**config.mk**
```make
export PLATFORM = sky130hd
export DESIGN_NAME = window_frame_hit_test_top
export DESIGN_NICKNAME = d
export VERILOG_FILES = /design/src/sv/wfht_pkg.sv /design/src/sv/wfht_geom.sv /design/src/sv/wfht_classify.sv /design/src/sv/window_frame_hit_test_top.sv
export SDC_FILE = /design/constraint.sdc
export NUM_CORES = 1
export LEC_CHECK = 0
export ABC_AREA = 1
export BUFFER_PORTS_ARGS = -buffer_cell sky130_fd_sc_hd__buf_2
export CAP_MARGIN = 30
export CORE_ASPECT_RATIO = 1.75
export CORE_UTILIZATION = 51
export CTS_CLUSTER_DIAMETER = 100
export DETAILED_ROUTE_END_ITERATION = 16
export PLACE_DENSITY = 0.69
export SLEW_MARGIN = 0
export SYNTH_ARGS = -nofsm -noshare
export SYNTH_HDL_FRONTEND = slang
export SYNTH_SLANG_ARGS = --single-unit
```
**constraint.sdc**
```tcl
create_clock -name i_clk -period 12.8 [get_ports i_clk]
set_input_delay 1.28 -clock i_clk [delete_from_list [all_inputs] [get_ports i_clk]]
set_output_delay 1.28 -clock i_clk [all_outputs]
set_load 0.02 [all_outputs]
```
**src/sv/wfht_pkg.sv**
```systemverilog
// shared types, constants and register map of the window frame hit test block
package wfht_pkg;

    localparam int COORD_BITS = 16;
    // coordinate sums carry one extra bit so that nothing wraps
    localparam int CW = COORD_BITS + 1;

    localparam int APB_ADDR_BITS = 5;
    localparam int APB_DATA_BITS = 32;

    // register indexes on the configuration port
    localparam logic [2:0] REG_BORDER_WIDTH   = 3'd0;
    localparam logic [2:0] REG_CAPTION_HEIGHT = 3'd1;
    localparam logic [2:0] REG_CLOSE_SIZE     = 3'd2;
    localparam logic [2:0] REG_HANDLE_SIZE    = 3'd3;
    localparam logic [2:0] REG_BUTTON_MARGIN  = 3'd4;
    localparam logic [2:0] REG_CHROME_VISIBLE = 3'd5;

    localparam logic [7:0] RST_BORDER_WIDTH   = 8'd2;
    localparam logic [7:0] RST_CAPTION_HEIGHT = 8'd20;
    localparam logic [7:0] RST_CLOSE_SIZE     = 8'd16;
    localparam logic [7:0] RST_HANDLE_SIZE    = 8'd12;
    localparam logic [6:0] RST_BUTTON_MARGIN  = 7'd2;
    localparam logic       RST_CHROME_VISIBLE = 1'b1;

    typedef enum logic [2:0] {
        REGION_NONE    = 3'd0,
        REGION_CONTENT = 3'd1,
        REGION_CLOSE   = 3'd2,
        REGION_RESIZE  = 3'd3,
        REGION_TITLE   = 3'd4,
        REGION_BORDER  = 3'd5
    } t_region;

    typedef struct packed {
        logic [COORD_BITS-1:0] win_x;
        logic [COORD_BITS-1:0] win_y;
        logic [COORD_BITS-1:0] win_w;
        logic [COORD_BITS-1:0] win_h;
        logic [COORD_BITS-1:0] point_x;
        logic [COORD_BITS-1:0] point_y;
    } t_item;

    typedef struct packed {
        logic [2:0]            region;
        logic [COORD_BITS-1:0] client_x;
        logic [COORD_BITS-1:0] client_y;
        logic [COORD_BITS-1:0] client_w;
        logic [COORD_BITS-1:0] client_h;
    } t_result;

    typedef struct packed {
        logic [7:0] border_width;
        logic [7:0] caption_height;
        logic [7:0] close_size;
        logic [7:0] handle_size;
        logic [6:0] button_margin;
        logic       chrome_visible;
    } t_cfg;

    // box as half-open span [x0,x1) x [y0,y1), vld low means empty
    typedef struct packed {
        logic          vld;
        logic [CW-1:0] x0;
        logic [CW-1:0] y0;
        logic [CW-1:0] x1;
        logic [CW-1:0] y1;
    } t_box;

    typedef struct packed {
        t_box                  outer;
        t_box                  title;
        t_box                  client;
        t_box                  closeb;
        t_box                  handle;
        logic [COORD_BITS-1:0] point_x;
        logic [COORD_BITS-1:0] point_y;
        logic [COORD_BITS-1:0] client_x;
        logic [COORD_BITS-1:0] client_y;
        logic [COORD_BITS-1:0] client_w;
        logic [COORD_BITS-1:0] client_h;
    } t_geom;

endpackage

```
**src/sv/wfht_geom.sv**
```systemverilog
// frame layout: outer, title, client, close button and resize handle boxes
module wfht_geom (
    input  wfht_pkg::t_cfg  i_cfg,
    input  wfht_pkg::t_item i_item,
    output wfht_pkg::t_geom o_geom
);
    import wfht_pkg::*;

    logic [CW-1:0]         x, y, w, h, xe, ye;
    logic [8:0]            bw2, tb;
    logic [7:0]            m2, tm, side_c, side_h, wh_min;
    logic [COORD_BITS-1:0] wm;
    logic                  win_ok, frame_ok, close_ok, handle_ok;
    logic [CW-1:0]         cx1, cy0, hx0, hy0;

    assign x  = {1'b0, i_item.win_x};
    assign y  = {1'b0, i_item.win_y};
    assign w  = {1'b0, i_item.win_w};
    assign h  = {1'b0, i_item.win_h};
    assign xe = x + w;
    assign ye = y + h;

    assign bw2 = {i_cfg.border_width, 1'b0};
    assign tb  = {1'b0, i_cfg.caption_height} + {1'b0, i_cfg.border_width};
    assign m2  = {i_cfg.button_margin, 1'b0};

    assign win_ok   = (i_item.win_w != '0) && (i_item.win_h != '0);
    assign frame_ok = win_ok && i_cfg.chrome_visible &&
                      (i_cfg.border_width != '0) && (i_cfg.caption_height != '0) &&
                      (w > CW'(bw2)) && (h > CW'(tb));

    // close button shrinks to fit the title bar less both margins
    assign close_ok = frame_ok && (i_cfg.close_size != '0) &&
                      (w > CW'(m2)) && (i_cfg.caption_height > m2);
    assign wm = i_item.win_w - COORD_BITS'(m2);
    assign tm = i_cfg.caption_height - m2;
    always_comb begin
        logic [7:0] lim;
        lim = (wm < COORD_BITS'(tm)) ? wm[7:0] : tm;
        side_c = (i_cfg.close_size < lim) ? i_cfg.close_size : lim;
    end
    assign cx1 = xe - CW'(i_cfg.button_margin);
    assign cy0 = y + CW'((i_cfg.caption_height - side_c) >> 1);

    // resize handle clipped to the window size
    assign handle_ok = frame_ok && (i_cfg.handle_size != '0);
    always_comb begin
        wh_min = i_cfg.handle_size;
        if (i_item.win_w < COORD_BITS'(wh_min)) begin
            wh_min = i_item.win_w[7:0];
        end
        if (i_item.win_h < COORD_BITS'(wh_min)) begin
            wh_min = i_item.win_h[7:0];
        end
        side_h = wh_min;
    end
    assign hx0 = xe - CW'(side_h);
    assign hy0 = ye - CW'(side_h);

    always_comb begin
        o_geom = '0;
        o_geom.point_x = i_item.point_x;
        o_geom.point_y = i_item.point_y;

        o_geom.outer = '{vld: win_ok, x0: x, y0: y, x1: xe, y1: ye};

        if (frame_ok) begin
            o_geom.title  = '{vld: 1'b1, x0: x, y0: y, x1: xe,
                              y1: y + CW'(i_cfg.caption_height)};
            o_geom.client = '{vld: 1'b1,
                              x0: x + CW'(i_cfg.border_width),
                              y0: y + CW'(i_cfg.caption_height),
                              x1: xe - CW'(i_cfg.border_width),
                              y1: ye - CW'(i_cfg.border_width)};
            o_geom.client_x = i_item.win_x + COORD_BITS'(i_cfg.border_width);
            o_geom.client_y = i_item.win_y + COORD_BITS'(i_cfg.caption_height);
            o_geom.client_w = i_item.win_w - COORD_BITS'(bw2);
            o_geom.client_h = i_item.win_h - COORD_BITS'(tb);
        end else if (win_ok && !i_cfg.chrome_visible) begin
            // hidden chrome: whole window is client
            o_geom.client   = o_geom.outer;
            o_geom.client_x = i_item.win_x;
            o_geom.client_y = i_item.win_y;
            o_geom.client_w = i_item.win_w;
            o_geom.client_h = i_item.win_h;
        end

        if (close_ok) begin
            o_geom.closeb = '{vld: 1'b1, x0: cx1 - CW'(side_c), y0: cy0,
                              x1: cx1, y1: cy0 + CW'(side_c)};
        end
        if (handle_ok) begin
            o_geom.handle = '{vld: 1'b1, x0: hx0, y0: hy0, x1: xe, y1: ye};
        end
    end

endmodule

```
**src/sv/wfht_classify.sv**
```systemverilog
// point classification against the derived frame boxes
module wfht_classify (
    input  wfht_pkg::t_geom   i_geom,
    output wfht_pkg::t_region o_region
);
    import wfht_pkg::*;

    logic [CW-1:0] px, py;
    logic          in_outer, in_title, in_client, in_close, in_handle;

    function automatic logic hit(input t_box b, input logic [CW-1:0] qx,
                                 input logic [CW-1:0] qy);
        return b.vld && (qx >= b.x0) && (qx < b.x1) && (qy >= b.y0) && (qy < b.y1);
    endfunction

    assign px = {1'b0, i_geom.point_x};
    assign py = {1'b0, i_geom.point_y};

    assign in_outer  = hit(i_geom.outer,  px, py);
    assign in_title  = hit(i_geom.title,  px, py);
    assign in_client = hit(i_geom.client, px, py);
    assign in_close  = hit(i_geom.closeb, px, py);
    assign in_handle = hit(i_geom.handle, px, py);

    always_comb begin
        priority if (!in_outer) begin
            o_region = REGION_NONE;
        end else if (in_close) begin
            o_region = REGION_CLOSE;
        end else if (in_handle) begin
            o_region = REGION_RESIZE;
        end else if (in_client) begin
            o_region = REGION_CONTENT;
        end else if (in_title) begin
            o_region = REGION_TITLE;
        end else begin
            o_region = REGION_BORDER;
        end
    end

endmodule

```
**src/sv/window_frame_hit_test_top.sv**
```systemverilog
// window frame hit test: top level with config registers and the item pipeline
//
//  channel   direction  handshake                    payload
//  item      in         start high, busy low         i_item   (wfht_pkg::t_item)
//  result    out        o_done one-cycle strobe      o_result (wfht_pkg::t_result)
//  config    in/out     apb psel/penable/pready      pwdata/prdata, 6 registers
//
//  an item is accepted every cycle while busy is low, and its result strobes
//  after three register stages: input, frame layout, classification
//  busy is high only while reset is asserted, no other stall exists
//  the receiver cannot stall: each result is shown for exactly one cycle
//  synchronous active-low reset clears the stage valids and restores register defaults
module window_frame_hit_test_top (
    input  logic                                 i_clk,
    input  logic                                 i_rst_n,
    input  logic                                 start,
    output logic                                 busy,
    input  wfht_pkg::t_item                      i_item,
    output logic                                 o_done,
    output wfht_pkg::t_result                    o_result,
    input  logic                                 psel,
    input  logic                                 penable,
    input  logic                                 pwrite,
    input  logic [wfht_pkg::APB_ADDR_BITS-1:0]   paddr,
    input  logic [wfht_pkg::APB_DATA_BITS-1:0]   pwdata,
    output logic [wfht_pkg::APB_DATA_BITS-1:0]   prdata,
    output logic                                 pready
);
    import wfht_pkg::*;

    // configuration registers
    t_cfg       r_cfg;
    logic [2:0] reg_idx;
    logic       cfg_wr;

    // stage 0: captured item
    logic       r_s0_vld;
    t_item      r_item;
    // stage 1: derived layout
    logic       r_s1_vld;
    t_geom      r_geom;
    t_geom      n_geom;
    // stage 2: classified result
    logic       r_done;
    t_result    r_result;
    t_region    n_region;
    logic       accept;

    assign busy   = ~i_rst_n;
    assign accept = start && !busy;

    // ---------------------------------------------------------------
    // apb register file, pready tied high
    // ---------------------------------------------------------------
    assign pready  = 1'b1;
    assign reg_idx = paddr[4:2];
    assign cfg_wr  = psel && penable && pwrite && pready;

    always_ff @(posedge i_clk) begin
        if (!i_rst_n) begin
            r_cfg.border_width   <= RST_BORDER_WIDTH;
            r_cfg.caption_height <= RST_CAPTION_HEIGHT;
            r_cfg.close_size     <= RST_CLOSE_SIZE;
            r_cfg.handle_size    <= RST_HANDLE_SIZE;
            r_cfg.button_margin  <= RST_BUTTON_MARGIN;
            r_cfg.chrome_visible <= RST_CHROME_VISIBLE;
        end else if (cfg_wr) begin
            unique case (reg_idx)
                REG_BORDER_WIDTH:   r_cfg.border_width   <= pwdata[7:0];
                REG_CAPTION_HEIGHT: r_cfg.caption_height <= pwdata[7:0];
                REG_CLOSE_SIZE:     r_cfg.close_size     <= pwdata[7:0];
                REG_HANDLE_SIZE:    r_cfg.handle_size    <= pwdata[7:0];
                REG_BUTTON_MARGIN:  r_cfg.button_margin  <= pwdata[6:0];
                REG_CHROME_VISIBLE: r_cfg.chrome_visible <= pwdata[0];
                default: ;  // writes beyond the map are dropped
            endcase
        end
    end

    always_comb begin
        unique case (reg_idx)
            REG_BORDER_WIDTH:   prdata = APB_DATA_BITS'(r_cfg.border_width);
            REG_CAPTION_HEIGHT: prdata = APB_DATA_BITS'(r_cfg.caption_height);
            REG_CLOSE_SIZE:     prdata = APB_DATA_BITS'(r_cfg.close_size);
            REG_HANDLE_SIZE:    prdata = APB_DATA_BITS'(r_cfg.handle_size);
            REG_BUTTON_MARGIN:  prdata = APB_DATA_BITS'(r_cfg.button_margin);
            REG_CHROME_VISIBLE: prdata = APB_DATA_BITS'(r_cfg.chrome_visible);
            default:            prdata = '0;
        endcase
    end

    // ---------------------------------------------------------------
    // datapath: item register -> layout -> classification -> result
    // ---------------------------------------------------------------
    wfht_geom u_geom (
        .i_cfg  (r_cfg),
        .i_item (r_item),
        .o_geom (n_geom)
    );

    wfht_classify u_classify (
        .i_geom   (r_geom),
        .o_region (n_region)
    );

    // valid bits of the three stages
    always_ff @(posedge i_clk) begin
        if (!i_rst_n) begin
            r_s0_vld <= 1'b0;
            r_s1_vld <= 1'b0;
            r_done   <= 1'b0;
        end else begin
            r_s0_vld <= accept;
            r_s1_vld <= r_s0_vld;
            r_done   <= r_s1_vld;
        end
    end

    // payload registers, loaded only when their stage carries a transfer
    always_ff @(posedge i_clk) begin
        if (accept) begin
            r_item <= i_item;
        end
        if (r_s0_vld) begin
            r_geom <= n_geom;
        end
        if (r_s1_vld) begin
            r_result.region   <= n_region;
            r_result.client_x <= r_geom.client_x;
            r_result.client_y <= r_geom.client_y;
            r_result.client_w <= r_geom.client_w;
            r_result.client_h <= r_geom.client_h;
        end
    end

    assign o_done   = r_done;
    assign o_result = r_result;

    // ---------------------------------------------------------------
    // checks
    // ---------------------------------------------------------------
    // every accepted item gives a result strobe on o_done
    a_latency: assert property (@(posedge i_clk) disable iff (!i_rst_n)
        accept |-> ##3 o_done)
        else $error("accepted item produced no result");

    // no result without an earlier accepted item
    a_no_spurious: assert property (@(posedge i_clk) disable iff (!i_rst_n)
        (o_done && $past(i_rst_n, 3)) |-> $past(accept, 3))
        else $error("result strobe without accepted item");

    // a close button hit needs a real client area
    a_close_client: assert property (@(posedge i_clk) disable iff (!i_rst_n)
        (o_done && o_result.region == REGION_CLOSE) |->
            (o_result.client_w != '0 && o_result.client_h != '0))
        else $error("close region reported on a degenerate frame");

    // a resize hit needs an enabled handle
    a_resize_cfg: assert property (@(posedge i_clk) disable iff (!i_rst_n)
        (o_done && o_result.region == REGION_RESIZE) |->
            (r_cfg.handle_size != '0 && r_cfg.chrome_visible))
        else $error("resize region reported with handle disabled");

endmodule
```
==> run summary <==
Floorplan
- IO Pins: 241
- row cnt: 133
- height of the die: 367 um
- floorplan die area: 77,400 um2
- Starting Density: 51.7%
- core region area: 75,200 um2
- Die W: 211 um

Critical path
- critical path launch point type: register
- largest stage delay on the critical path: 0.74 ns
- data arrival time of the critical path: 9.68 ns
- cell count of the worst reg-to-reg path: 46
- critical path class: reg2reg
- r2r setup slk: 3.48 ns
- cell with the most instances on the worst path: nand2_1
- required arrival time at the worst endpoint: 13.16 ns
- peak fanout along the critical path: 16
- CP max stage cell: a21oi_1
- kind of capture point of the worst setup path: register

Place
- Cells after DPL: 5,383
- post-placement setup slack: 3.04 ns
- half-perimeter wire length after detailed placement: 82.8 mm
- I/O Buffers: 189
- final RePlAce weighted congestion: 0.967

Synthesis
- Most used DFF post-synth: edfxtp_1
- dominant cell by count in the synthesized netlist: inv_1
- share of the yosys chip area belonging to registers: 46.0%
- Synth area leader: edfxtp_1
- area of the mapped netlist: 38,900 um2
- count of synthesis-stage warnings from yosys: 0
- Synth async-reset ratio: 0%
- number of synthesized register bits: 610
- number of instances in the synthesized netlist: 4,205
- mean area per synthesized cell: 9.24 um2
- distinct cell type count of the synthesized netlist: 71
- proportion of netlist area held by the largest area contributor: 43.8%
- leading post-synthesis cells by instance count: inv_1, nand2_1, edfxtp_1, ha_1, nor2_1
- number of flops mapped to enable cells by yosys: 567
- biggest area contributors in the synthesized netlist: edfxtp_1, ha_1, inv_1

Cells and area
- count of inserted antenna diode cells: 0
- Synth-to-Final Area Change: 10.9%
- number of inserted filler cells in the final layout: 6,697
- final instance count without filler cells: 5,495
- layout cell share with drive strength beyond 1: 9.06%
- Post-layout nets: 5,081

Detailed routing
- routed via count divided by cell count: 5.46
- ANT nets after route: 0
- number of remaining DRC errors: 0
- vias post-DR: 30,000
- routed wire length: 110 mm
- initial detailed-routing violation count: 1,962
- total iterations of the first detailed-routing run: 6
- average wire per cell in the routed design: 20.0 um

Clock tree
- number of sinks on the clock net: 610
- buffer type at the clock tree root: clkbuf_16
- Clock Pin Slew Worst Setup and Hold Paths: 0.07 ns
- clock tree from TritonCTS: yes
- number of buffers added to fix hold violations after cts: 0
- TritonCTS buffer count: 59
- total number of H-tree levels: 2
- maximum buffer depth of the clock tree: 3
- Gates resized, CTS repair: 0
- worst-skew pair later-pin latency: 0.66 ns
- number of buffers added for setup after CTS: 0

Job
- number of max-capacitance violations reported: 0

STA
- FMAX: 107 MHz
- fin. max-slew vios: 0
- Clock Skew: 0.0239 ns
- share of the clock period used by the worst path after layout: 72.8%
- RSZ-0062 raised after global routing: no
- final-report hold violation count: 0
- Final TNS setup: 0 ns
- setup slack of the critical path after layout: 3.48 ns
- clock period minus final worst setup slack: 9.32 ns
- relative slew slack: 33.4%
- smallest hold slack: 0.418 ns
- actual slew at the worst max-slew pin: 0.992 ns
- setup-violating endpoint count in the final report: 0

GRT
- total routing usage reported by global routing: 28.5%
- global-route wire length before repair: 166 mm
- number of global-route vias before repair: 29,100
- grt ovf: 0
- pin count of the biggest net entering global routing: 77
- initial antenna violation count: 0

Min path
- hold path cells: 0
- Tightest Hold Check Type: reg2reg

Pwr
- worst-case vdd ir drop: 0.116 mV
- power density normalized to cell area: 157 nW/um2
- cell leakage power: 0.0199 uW

Status
- result of the run: completed

## final timing paths
| check | end | from |
|---|---|---|
| max | r_geom[180] | r_item[49] |
| min | o_result[26] | r_geom[26] |
| max reg2reg | r_geom[180] | r_item[49] |
| min reg2reg | o_result[26] | r_geom[26] |
## through the flow
step / power [uW] / cell area [um2] / util (%)
6_report: 6750 / 43100 / 57.3
5_1_grt: 7170 / 43100 / 57.3
4_1_cts: 6770 / 43100 / 57.3
3_5_place_dp: 4910 / 41000 / 54.6
3_3_place_gp: 4860 / 41000 / 54.5
2_1_floorplan: 4320 / 39000 / -
## sequential cells by signal, indices dropped and copies added, names as in the netlist
signal    flops
o_done        1
o_result     67
r_s0_vld      1
r_item       96
r_geom      404
r_s1_vld      1
r_cfg        40
## kinds of logic (layout without fill, tap and decap cells)
family | count (synthesis) | after routing | share of synthesized area, %
fa+ha+maj | 507 | 507 | 16.6
mux | 1 | 1 | 0.0258
flops | 610 | 610 | 46.0
simple gates | 1368 | 1368 | 15.2
other cells | 2 | 25 | 0.0193
buf+inv | 854 | 1109 | 8.55
xor+xnor | 88 | 88 | 2.00
compound gates | 775 | 775 | 11.6
## critical path: cells and delay by family, from the launching register on
| family | cells | cell delay, ns |
|---|---|---|
| DFF | 1 | 0.62 |
| xor gates and xnor gates | 2 | 0.48 |
| AOI/OAI and AO/OA | 13 | 3.00 |
| and+or+nand+nor | 20 | 2.55 |
| buffers and inverters | 6 | 0.64 |
| adders and majority gates | 5 | 1.70 |
## report_power, final
part           internal, uW  switching (uW)  leakage, uW
sequential             2490             121      0.00566
combinational           796            1490       0.0133
clock                  1040             818     0.000979
## cell usage in the layout, fill, tap and decap left out, types with 8 or more instances in the layout
cell / synthesis / layout
xnor2_1: 16 / 16
buf_4: 25 / 33
edfxtp_1: 567 / 567
o21ai_0: 187 / 187
xor2_1: 71 / 71
o31ai_1: 8 / 8
clkbuf_16: 0 / 64
nand3_1: 148 / 148
o21bai_1: 41 / 41
buf_2: 8 / 191
nand4_1: 56 / 56
nor2_2: 8 / 9
ha_1: 491 / 491
nor3_1: 49 / 49
clkinv_1: 3 / 9
nor4_1: 26 / 26
a211oi_1: 17 / 16
inv_2: 9 / 10
o21ai_1: 8 / 8
clkinvlp_4: 0 / 9
o221ai_1: 9 / 9
o32ai_1: 13 / 13
nand3_2: 15 / 15
a21o_1: 23 / 23
conb_1: 2 / 25
nand2_2: 21 / 22
nor2_1: 395 / 394
o22ai_1: 38 / 38
dfxtp_1: 43 / 41
fa_1: 16 / 16
nand2_1: 616 / 614
clkinv_2: 0 / 10
o21a_1: 22 / 22
inv_1: 761 / 759
a21oi_1: 340 / 340
o211ai_1: 11 / 11
a31oi_1: 15 / 15
## layer usage
layer | global-route usage (%) | part of all wire (%) | vias up
met5 | 0 | 0 | -
met4 | 18.6 | 7.3 | 0
met3 | 3.61 | 5.3 | 307
met2 | 48.4 | 48 | 945
met1 | 33.6 | 39 | 14000
li1 | - | - | 14800
## area by class of cell
class | count | area (um2) | area share [%]
inverter | 773 | 2900 | 6.74
clock inverter | 40 | 397 | 0.920
multi-input combinational | 2764 | 17800 | 41.2
timing repair buffer | 227 | 1240 | 2.88
sequential | 610 | 17900 | 41.5
clock buffer | 69 | 1630 | 3.78
tap | 1012 | 1270 | 2.94
(Power assumes the default switching activity.)
